==> config.mk <==
export PLATFORM = sky130hd
export DESIGN_NAME = contour_orientation_and_bounds_flat
export DESIGN_NICKNAME = d
export VERILOG_FILES = /design/src/rtl/cob_pkg.sv /design/src/rtl/cob_point_if.sv /design/src/rtl/contour_orientation_and_bounds.sv /design/src/flat_wrapper.sv
export SDC_FILE = /design/constraint.sdc
export NUM_CORES = 2
export LEC_CHECK = 0
export BUFFER_PORTS_ARGS = -buffer_cell sky130_fd_sc_hd__clkbuf_2
export CAP_MARGIN = 10
export CORE_ASPECT_RATIO = 2
export CORE_MARGIN = 2
export CORE_UTILIZATION = 64
export DETAILED_ROUTE_END_ITERATION = 10
export GPL_ROUTABILITY_DRIVEN = 0
export PLACE_DENSITY = 0.82
export SYNTH_ARGS = -nofsm -noshare
export SYNTH_HDL_FRONTEND = slang
export SYNTH_SLANG_ARGS = --single-unit
==> constraint.sdc <==
create_clock -name clk_i -period 7.98 [get_ports clk_i]
set_clock_uncertainty 0.1 [all_clocks]
set_input_delay 2.394 -clock clk_i [delete_from_list [all_inputs] [get_ports clk_i]]
set_output_delay 2.394 -clock clk_i [all_outputs]
set_load 0.05 [all_outputs]
==> src/rtl/cob_pkg.sv <==
`timescale 1ns / 1ps
// Package: widths, types and limits shared by the contour orientation block.
package cob_pkg;

  localparam int COORD_W    = 16;
  localparam int MAX_POINTS = 4096;
  localparam int SUM_W      = 48;
  localparam int CNT_W      = $clog2(MAX_POINTS + 1);
  localparam int DIFF_W     = COORD_W + 1;
  localparam int PROD_W     = 2 * DIFF_W;

  typedef logic signed [COORD_W-1:0] coord_t;
  typedef logic signed [DIFF_W-1:0]  diff_t;
  typedef logic signed [PROD_W-1:0]  prod_t;
  typedef logic signed [SUM_W-1:0]   sum_t;
  typedef logic        [CNT_W-1:0]   cnt_t;

  // Bounding box and count snapshot that travels with a point down the pipe.
  typedef struct packed {
    coord_t lo_x;
    coord_t lo_y;
    coord_t hi_x;
    coord_t hi_y;
    cnt_t   cnt;
    logic   ovf;
  } bbox_t;

endpackage

==> src/rtl/cob_point_if.sv <==
`timescale 1ns / 1ps
// Interfaces: contour point channel and result channel.
interface cob_point_if import cob_pkg::*; ();
  logic   valid;
  logic   ready;
  coord_t point_x;
  coord_t point_y;
  logic   last_point;

  modport source (output valid, point_x, point_y, last_point, input ready);
  modport sink   (input valid, point_x, point_y, last_point, output ready);
endinterface

interface cob_result_if import cob_pkg::*; ();
  logic   valid;
  logic   ready;
  logic   clockwise;
  sum_t   shoelace_sum;
  coord_t min_x;
  coord_t min_y;
  coord_t max_x;
  coord_t max_y;
  cnt_t   point_count;
  logic   too_many_points;

  modport source (output valid, clockwise, shoelace_sum, min_x, min_y, max_x, max_y,
                  point_count, too_many_points, input ready);
  modport sink   (input valid, clockwise, shoelace_sum, min_x, min_y, max_x, max_y,
                  point_count, too_many_points, output ready);
endinterface

==> src/rtl/contour_orientation_and_bounds.sv <==
`timescale 1ns / 1ps
// Top level: shoelace orientation, bounding box and point count of a contour.
//
// Usage:
//   point_i streams the points of one closed contour, one per transfer, with
//   last_point set on the final one. Contours follow each other with no gap.
//   result_o carries one result per contour: orientation (clockwise when the
//   signed shoelace sum is at least zero), the sum, the bounding box, the
//   saturated point count and the too-many-points flag.
//   Throughput: one point per cycle. A point is taken every cycle while the
//   result side keeps up; the rate is set by the single 17x17 multiplier
//   stage and the accumulator add, each one register stage.
//   Result path: the input stage loads as the last point transfers, then the
//   result passes through the multiply stage, the accumulate stage and the
//   output register, from which it is presented as valid.
//   Reset clears the contour state and empties the pipeline; the first point
//   can be taken as soon as reset is released.
//   When the receiver stalls, the result waits in the output register. Points
//   that close no contour keep flowing; a second closing point waits in the
//   accumulate stage, and once the pipe fills point_i.ready drops.
module contour_orientation_and_bounds import cob_pkg::*; (
  input  logic clk_i,
  input  logic rst_ni,
  cob_point_if.sink    point_i,
  cob_result_if.source result_o
);

  // contour state
  coord_t start_x_q, start_y_q, prev_x_q, prev_y_q;
  coord_t lo_x_q, lo_y_q, hi_x_q, hi_y_q;
  cnt_t   cnt_q;
  logic   ovf_q;
  sum_t   acc_q;

  // stage 1: differences
  logic   v1_q, last1_q;
  diff_t  dx1_q, sy1_q, cdx1_q, csy1_q;
  bbox_t  box1_q;
  // stage 2: products
  logic   v2_q, last2_q;
  prod_t  p1_2_q, p2_2_q;
  bbox_t  box2_q;
  // stage 3: accumulated sum
  logic   v3_q, last3_q;
  sum_t   tot3_q;
  prod_t  p2_3_q;
  bbox_t  box3_q;
  // output register
  logic   out_v_q;
  sum_t   out_sum_q;
  bbox_t  out_box_q;

  logic   out_free, r1, r2, r3, fire_in, first, sat;
  coord_t x, y, sx_now, sy_now;
  bbox_t  box_now;
  sum_t   tot_d, out_sum_d;

  assign out_free = !out_v_q || result_o.ready;
  assign r3       = !v3_q || !last3_q || out_free;
  assign r2       = !v2_q || r3;
  assign r1       = !v1_q || r2;
  assign point_i.ready = r1;
  assign fire_in  = point_i.valid && r1;

  assign x     = point_i.point_x;
  assign y     = point_i.point_y;
  assign first = (cnt_q == '0);
  assign sat   = (cnt_q >= cnt_t'(MAX_POINTS));

  always_comb begin
    sx_now       = first ? x : start_x_q;
    sy_now       = first ? y : start_y_q;
    box_now.lo_x = (first || x < lo_x_q) ? x : lo_x_q;
    box_now.lo_y = (first || y < lo_y_q) ? y : lo_y_q;
    box_now.hi_x = (first || x > hi_x_q) ? x : hi_x_q;
    box_now.hi_y = (first || y > hi_y_q) ? y : hi_y_q;
    box_now.cnt  = sat ? cnt_q : cnt_q + cnt_t'(1);
    box_now.ovf  = ovf_q || sat;
  end

  // contour state: advance on each point, clear after the closing point
  always_ff @(posedge clk_i or negedge rst_ni) begin
    if (!rst_ni) begin
      start_x_q <= '0;
      start_y_q <= '0;
      prev_x_q  <= '0;
      prev_y_q  <= '0;
      lo_x_q    <= '0;
      lo_y_q    <= '0;
      hi_x_q    <= '0;
      hi_y_q    <= '0;
      cnt_q     <= '0;
      ovf_q     <= 1'b0;
    end else if (fire_in) begin
      if (point_i.last_point) begin
        start_x_q <= '0;
        start_y_q <= '0;
        prev_x_q  <= '0;
        prev_y_q  <= '0;
        lo_x_q    <= '0;
        lo_y_q    <= '0;
        hi_x_q    <= '0;
        hi_y_q    <= '0;
        cnt_q     <= '0;
        ovf_q     <= 1'b0;
      end else begin
        start_x_q <= sx_now;
        start_y_q <= sy_now;
        prev_x_q  <= x;
        prev_y_q  <= y;
        lo_x_q    <= box_now.lo_x;
        lo_y_q    <= box_now.lo_y;
        hi_x_q    <= box_now.hi_x;
        hi_y_q    <= box_now.hi_y;
        cnt_q     <= box_now.cnt;
        ovf_q     <= box_now.ovf;
      end
    end
  end

  // valid bits
  always_ff @(posedge clk_i or negedge rst_ni) begin
    if (!rst_ni) begin
      v1_q    <= 1'b0;
      v2_q    <= 1'b0;
      v3_q    <= 1'b0;
      out_v_q <= 1'b0;
    end else begin
      if (r1) v1_q <= point_i.valid;
      if (r2) v2_q <= v1_q;
      if (r3) v3_q <= v2_q;
      if (out_free) out_v_q <= v3_q && last3_q;
    end
  end

  // stage 1: the first point has no incoming edge, so zero its x step
  always_ff @(posedge clk_i) begin
    if (fire_in) begin
      last1_q <= point_i.last_point;
      dx1_q   <= first ? diff_t'(0) : diff_t'(x) - diff_t'(prev_x_q);
      sy1_q   <= diff_t'(y) + diff_t'(prev_y_q);
      cdx1_q  <= diff_t'(sx_now) - diff_t'(x);
      csy1_q  <= diff_t'(sy_now) + diff_t'(y);
      box1_q  <= box_now;
    end
  end

  // stage 2
  always_ff @(posedge clk_i) begin
    if (v1_q && r2) begin
      last2_q <= last1_q;
      p1_2_q  <= dx1_q * sy1_q;
      p2_2_q  <= cdx1_q * csy1_q;
      box2_q  <= box1_q;
    end
  end

  // stage 3 and the running sum; drop the sum after the closing point
  assign tot_d = acc_q + sum_t'(p1_2_q);

  always_ff @(posedge clk_i or negedge rst_ni) begin
    if (!rst_ni) begin
      acc_q <= '0;
    end else if (v2_q && r3) begin
      acc_q <= last2_q ? sum_t'(0) : tot_d;
    end
  end

  always_ff @(posedge clk_i) begin
    if (v2_q && r3) begin
      last3_q <= last2_q;
      tot3_q  <= tot_d;
      p2_3_q  <= p2_2_q;
      box3_q  <= box2_q;
    end
  end

  // output register: add the closing edge
  assign out_sum_d = tot3_q + sum_t'(p2_3_q);

  always_ff @(posedge clk_i) begin
    if (v3_q && last3_q && out_free) begin
      out_sum_q <= out_sum_d;
      out_box_q <= box3_q;
    end
  end

  assign result_o.valid           = out_v_q;
  assign result_o.clockwise       = !out_sum_q[SUM_W-1];
  assign result_o.shoelace_sum    = out_sum_q;
  assign result_o.min_x           = out_box_q.lo_x;
  assign result_o.min_y           = out_box_q.lo_y;
  assign result_o.max_x           = out_box_q.hi_x;
  assign result_o.max_y           = out_box_q.hi_y;
  assign result_o.point_count     = out_box_q.cnt;
  assign result_o.too_many_points = out_box_q.ovf;

  // checks
  a_acc_clear: assert property (@(posedge clk_i) disable iff (!rst_ni)
    (v2_q && r3 && last2_q) |=> (acc_q == '0))
    else $error("running sum not cleared after closing point");

  a_cnt_range: assert property (@(posedge clk_i) disable iff (!rst_ni)
    cnt_q <= cnt_t'(MAX_POINTS))
    else $error("point count beyond maximum");

  a_out_source: assert property (@(posedge clk_i) disable iff (!rst_ni)
    $rose(out_v_q) |-> $past(v3_q && last3_q))
    else $error("result raised without a closing point");

  a_close_state: assert property (@(posedge clk_i) disable iff (!rst_ni)
    (fire_in && point_i.last_point) |=> (cnt_q == '0 && !ovf_q))
    else $error("contour state not cleared after closing point");

endmodule

==> src/flat_wrapper.sv <==
// flat-port wrapper written by rule: the top's interface ports become plain ports
module contour_orientation_and_bounds_flat import cob_pkg::*;
  (clk_i, rst_ni, point_i_valid, point_i_point_x, point_i_point_y, point_i_last_point, point_i_ready, result_o_valid, result_o_clockwise, result_o_shoelace_sum, result_o_min_x, result_o_min_y, result_o_max_x, result_o_max_y, result_o_point_count, result_o_too_many_points, result_o_ready);
  cob_point_if point_i_i ();
  cob_result_if result_o_i ();
  input  logic clk_i;
  input  logic rst_ni;
  input wire logic [$bits(point_i_i.valid)-1:0] point_i_valid;
  input wire logic [$bits(point_i_i.point_x)-1:0] point_i_point_x;
  input wire logic [$bits(point_i_i.point_y)-1:0] point_i_point_y;
  input wire logic [$bits(point_i_i.last_point)-1:0] point_i_last_point;
  output wire logic [$bits(point_i_i.ready)-1:0] point_i_ready;
  output wire logic [$bits(result_o_i.valid)-1:0] result_o_valid;
  output wire logic [$bits(result_o_i.clockwise)-1:0] result_o_clockwise;
  output wire logic [$bits(result_o_i.shoelace_sum)-1:0] result_o_shoelace_sum;
  output wire logic [$bits(result_o_i.min_x)-1:0] result_o_min_x;
  output wire logic [$bits(result_o_i.min_y)-1:0] result_o_min_y;
  output wire logic [$bits(result_o_i.max_x)-1:0] result_o_max_x;
  output wire logic [$bits(result_o_i.max_y)-1:0] result_o_max_y;
  output wire logic [$bits(result_o_i.point_count)-1:0] result_o_point_count;
  output wire logic [$bits(result_o_i.too_many_points)-1:0] result_o_too_many_points;
  input wire logic [$bits(result_o_i.ready)-1:0] result_o_ready;
  assign point_i_i.valid = point_i_valid;
  assign point_i_i.point_x = point_i_point_x;
  assign point_i_i.point_y = point_i_point_y;
  assign point_i_i.last_point = point_i_last_point;
  assign point_i_ready = point_i_i.ready;
  assign result_o_valid = result_o_i.valid;
  assign result_o_clockwise = result_o_i.clockwise;
  assign result_o_shoelace_sum = result_o_i.shoelace_sum;
  assign result_o_min_x = result_o_i.min_x;
  assign result_o_min_y = result_o_i.min_y;
  assign result_o_max_x = result_o_i.max_x;
  assign result_o_max_y = result_o_i.max_y;
  assign result_o_point_count = result_o_i.point_count;
  assign result_o_too_many_points = result_o_i.too_many_points;
  assign result_o_i.ready = result_o_ready;
  contour_orientation_and_bounds u_core (.clk_i(clk_i), .rst_ni(rst_ni), .point_i(point_i_i), .result_o(result_o_i));
endmodule
# Word-level counts from Yosys, hierarchy flattened
# Index checks and enable logic that the tools add are counted.
# W data, S select, Z words.
dict set report totals {
  register_bits 775
  inputBits 37
  out_inout_bits 129
  wordCells 105
}
dict set report op_classes {
  add_sub_neg 7
  n_mul 2
  magnitude_cmp 5
  n_mux 18
  reduce_logical 22
}
# op n
set op_table {}
lappend op_table {{$mux W16} 14}
lappend op_table {{$add A48 B34 Y48} 2}
lappend op_table {{$mul A17 B17 Y34} 2}
lappend op_table {{$mux W48} 1}
lappend op_table {{$add A16 B16 Y17} 2}
lappend op_table {{$sub A16 B16 Y17} 2}
lappend op_table {{$gt A16 B16 Y1} 2}
lappend op_table {{$lt A16 B16 Y1} 2}
lappend op_table {{$mux W13} 2}
lappend op_table {{$add A13 B1 Y13 const B} 1}
lappend op_table {{$ge A13 B13 Y1 const B} 1}
lappend op_table {{$logic_not A13 Y1} 1}
lappend op_table {{$logic_or A1 B1 Y1} 10}
lappend op_table {{$logic_not A1 Y1} 6}
lappend op_table {{$logic_and A1 B1 Y1} 5}
lappend op_table {{$mux W1} 1}

# Depth between registers and ports, before layout
dict set report depth {
  depth_word 6
  mapped_depth 25
  ltp_nobuf 24
}

# Worst setup path after synthesis
# Ideal clock, no wire load.
dict set report synth_timing {
  path_kind {input-to-reg}
  startpoint {in result_o_ready}
  endpoint {reg u_core.box1_q[0] in the netlist's numbering, enable pin}
  setup_ns 0.569
  arrival_time_ns 7.835
  setup_slack_ns -0.524
  cell_stages 7
  cell_sequence {nand2b_1 -> nor2_1 -> nand3_1 -> nand2_1 -> inv_1 -> clkbuf_1 -> clkbuf_1}
}
dict set report synth_via {
  elab_chain_len 5
}
# item line_no
set synth_rtl {}
lappend synth_rtl {{from (decl)} flat_wrapper.sv:22} ;# input wire logic [$bits(result_o_i.ready)-1:0] result_o_ready;
lappend synth_rtl {{$logic_or A1 B1 Y1} contour_orientation_and_bounds.sv:58} ;# assign out_free = !out_v_q || result_o.ready;
lappend synth_rtl {{$logic_or A1 B1 Y1} contour_orientation_and_bounds.sv:59} ;# assign r3 = !v3_q || !last3_q || out_free;
lappend synth_rtl {{$logic_or A1 B1 Y1} contour_orientation_and_bounds.sv:60} ;# assign r2 = !v2_q || r3;
lappend synth_rtl {{$logic_or A1 B1 Y1} contour_orientation_and_bounds.sv:61} ;# assign r1 = !v1_q || r2;
lappend synth_rtl {{via point_i_ready} flat_wrapper.sv:12} ;# output wire logic [$bits(point_i_i.ready)-1:0] point_i_ready;
lappend synth_rtl {{$logic_and A1 B1 Y1} contour_orientation_and_bounds.sv:63} ;# assign fire_in = point_i.valid && r1;
lappend synth_rtl {{via u_core.fire_in} contour_orientation_and_bounds.sv:53} ;# logic out_free, r1, r2, r3, fire_in, first, sat;
lappend synth_rtl {{to (signal assigned)} contour_orientation_and_bounds.sv:144} ;# box1_q <= box_now;
lappend synth_rtl {{to (decl)} contour_orientation_and_bounds.sv:38} ;# bbox_t box1_q;
# The timed path passes the listed nets, and every way through them passes these cells.
# A chain may end at the register's enable or synchronous reset.

# Worst setup path after layout
dict set report layout_timing {
  startpoint {reg u_core.csy1_q[2]}
  endpoint {reg u_core.p2_2_q[33], data pin}
}
dict set report layout_via {
  elab_chain_len 1
}
# item line_no
set layout_rtl {}
lappend layout_rtl {{from (decl)} contour_orientation_and_bounds.sv:37} ;# diff_t dx1_q, sy1_q, cdx1_q, csy1_q;
lappend layout_rtl {{from (signal assigned)} contour_orientation_and_bounds.sv:143} ;# csy1_q <= diff_t'(sy_now) + diff_t'(y);
lappend layout_rtl {{$mul A17 B17 Y34} contour_orientation_and_bounds.sv:153} ;# p2_2_q <= cdx1_q * csy1_q;
lappend layout_rtl {{to (signal assigned)} contour_orientation_and_bounds.sv:153}
lappend layout_rtl {{to (decl)} contour_orientation_and_bounds.sv:41} ;# prod_t p1_2_q, p2_2_q;
# Every way passes these cells.

==> metrics.csv <==
stage;metric;value;unit
critical_path;data required time of the critical path;8.30;ns
global_routing;Total GRT Usage;0.302;
synthesis;Synth area leader;edfxtp_1;
sta;period utilization;0.903;
clocking;CTS root buffer;clkbuf_16;
final_layout;Filler Cell Count;6235;
floorplan;Die X-Extent;214;µm
clocking;post-CTS setup buffers;0;
synthesis;Mapped Area;0.0566;mm²
final_layout;share of post-route cells with drive strength above 1;0.0701;
synthesis;post-synthesis sequential area ratio;0.394;
floorplan;FP Rows;154;
global_routing;initial antenna violation count;3;
clocking;# resized after CTS;0;
critical_path;delay-heaviest family, CP;adder cells;
critical_path;WP buf/inv;3;
place;Port-buffer cells;165;
synthesis;Avg Cell Area, Syn;11.3;µm²
critical_path;most used cell, CP;fa_1;
final_layout;commonest non-fill, non-tap cells in the layout;inv_1, fa_1, edfxtp_1;
routing;wire per inst;21.1;µm
sta;Slew @ Worst Pin;1.18;ns
final_layout;Area Overhead vs Synth;7.77;%
final_layout;Antenna Cells;0;
clocking;clk buf depth;3;
sta;relative slew slack;0.212;
critical_path;largest fanout on the critical path;17;
critical_path;Startpoint Class;register;
floorplan;Die Area;0.0910;mm²
clocking;H-tree depth;3;
global_routing;number of global-route vias before repair;41000;
routing;vias per inst;5.97;
synthesis;Yosys reg bits;775;
synthesis;YS warnings;0;
critical_path;worst-path cell chain;nand2_1, inv_1, fa_1, fa_1, fa_1, fa_1, fa_1, inv_1, fa_1, inv_1, ha_1, nand2_1, or3_1, o311a_1, nor3_2, a2111oi_0, o21ba_1, o21bai_1, xnor2_1;
global_routing;largest net degree at the start of global routing;148;
sta;fin crit period;7.21;ns
synthesis;post-synth top area share;0.308;
synthesis;ys flop type;edfxtp_1;
routing;post-route ant nets;0;
flow_run;Max Cap Viol;0;
sta;Final setup viols;0;
routing;drt drc;0;
worst_hold_path;Hold Path Class;register to register;
floorplan;Starting Density;0.644;
sta;Final Hold Vio Count;0;
floorplan;IO Count;166;
critical_path;slowest stage delay, CP;0.91;ns
final_layout;final-stage net count;6135;
critical_path;slowest cell on the critical path;fa_1;
synthesis;Synthesized Nets;6023;
clocking;Num CTS Buffers;69;
clocking;clock sink total;775;
final_layout;commonest non-fill, non-tap cell in the layout;inv_1;
synthesis;Unique masters post-synth;82;
synthesis;Cells after Synth;4996;
sta;Max Clock Freq;139;MHz
final_layout;Core Util, Final;0.694;
clocking;TritonCTS clock tree;built;
critical_path;CP Class;register to register;
status;status;finished, final reports clean;
global_routing;first-pass GRT wire length;212000;µm
floorplan;Die Y;425;µm
routing;Iter 0 DRT Violations;2487;
place;dpl hpwl;102000;µm
clocking;hold_buf cts;0;
routing;DR vias;37800;
routing;Post-Route WL;133000;µm
sta;Slew Limit Fails;0;
synthesis;Area contributors post-synth;edfxtp_1, fa_1, ha_1;
floorplan;core footprint;0.0879;mm²
clocking;CTS clk-pin slew, worst paths;0.07;ns
synthesis;EDFF count, synth;581;
sta;Fin Setup TNS;0;ns
critical_path;CP arrival;7.52;ns
sta;RSZ-0062 raised after global routing;false;
critical_path;crit end category;register;
synthesis;ys async rst share;0.250;
routing;First-pass DRT Iterations;9;
global_routing;grt ovf;0;
clocking;clock latency on the worst-skew pair;0.68;ns
critical_path;flop-to-flop setup slack;0.77;ns
[layout make-up]
| type | count | area (µm²) | area share |
|---|---|---|---|
| multi-input combinational | 3291 | 30800 | 0.505 |
| timing repair buffer | 190 | 1060 | 0.0174 |
| inverter | 781 | 2940 | 0.0482 |
| clock buffer | 86 | 1930 | 0.0316 |
| clock inverter | 42 | 487 | 0.00798 |
| sequential | 775 | 22300 | 0.366 |
| tap | 1170 | 1460 | 0.0240 |
[logic make-up (layout without fill, tap and decap cells)]
logic type,after synthesis,in the layout,synth area share
xor+xnor,221,221,0.0342
fa+ha+maj,990,990,0.298
mux,20,20,0.00363
flops,775,775,0.394
simple gates,1197,1197,0.103
buf+inv,930,1099,0.0621
compound gates,863,863,0.105
[worst reg2reg max path, stage by stage (launching register included)]
cell and delay [ns]:
edfxtp_1 0.76, nand2_1 0.20, inv_1 0.16, fa_1 0.55, fa_1 0.91, fa_1 0.54
fa_1 0.51, fa_1 0.50, inv_1 0.06, fa_1 0.49, inv_1 0.05, ha_1 0.32
nand2_1 0.09, or3_1 0.40, o311a_1 0.37, nor3_2 0.33, a2111oi_0 0.19, o21ba_1 0.21
o21bai_1 0.15, xnor2_1 0.08
[stage by stage]
step           instances  instance area, µm²  hold WS, ns  worst slack [ns]
2_1_floorplan       4996               56600        0.300              1.13
3_3_place_gp        6207               58600        0.301              1.03
3_5_place_dp        6207               58600        0.305             0.880
4_1_cts             6335               61000        0.311             0.807
5_1_grt             6335               61000        0.318             0.396
6_report            6335               61000        0.307             0.774
[registers in the layout, summed over array words and instances (netlist names), 17 cells and up]
signal                        cells
u_core.box1_q                    78
u_core.box2_q                    78
u_core.box3_q                    78
u_core.acc_q                     48
u_core.result_o.shoelace_sum     48
u_core.tot3_q                    48
u_core.p1_2_q                    34
u_core.p2_2_q                    34
u_core.p2_3_q                    34
u_core.cdx1_q                    17
u_core.csy1_q                    17
u_core.dx1_q                     17
u_core.sy1_q                     17
[path summary, 6_finish.rpt]
kind                              startpoint                  endpoint  depth (start not counted)
max in group asynchronous             rst_ni       u_core.prev_x_q[10]                          2
min                        u_core.box3_q[16]  u_core.result_o.max_y[2]                          0
min reg2reg                u_core.box3_q[16]  u_core.result_o.max_y[2]                          0
max reg2reg                 u_core.csy1_q[2]         u_core.p2_2_q[33]                         19
max                         u_core.csy1_q[2]         u_core.p2_2_q[33]                         19
min in group asynchronous             rst_ni         u_core.hi_y_q[12]                          1
[layer usage]
metal / global-route usage / part of all wire / up-vias
li1: - / - / 16900
met1: 0.299 / 0.33 / 18800
met2: 0.562 / 0.53 / 1456
met3: 0.0448 / 0.052 / 622
met4: 0.234 / 0.085 / 6
met5: 0 / 0.00033 / -
[cell usage after synthesis (41+ instances only)]
library cell / n
ha_1: 392
and2_1: 303
xor2_1: 56
nand3_1: 51
edfxtp_1: 581
xnor2_1: 165
nor3_1: 41
dfrtp_1: 194
a21o_1: 106
nor2_1: 129
clkbuf_1: 133
o21ai_0: 165
a21oi_1: 183
inv_1: 781
fa_1: 598
a22o_1: 155
nand2_1: 508
Power is not shown: default switching activity piles up to over one toggle a cycle in this logic, so the estimate is an artifact.
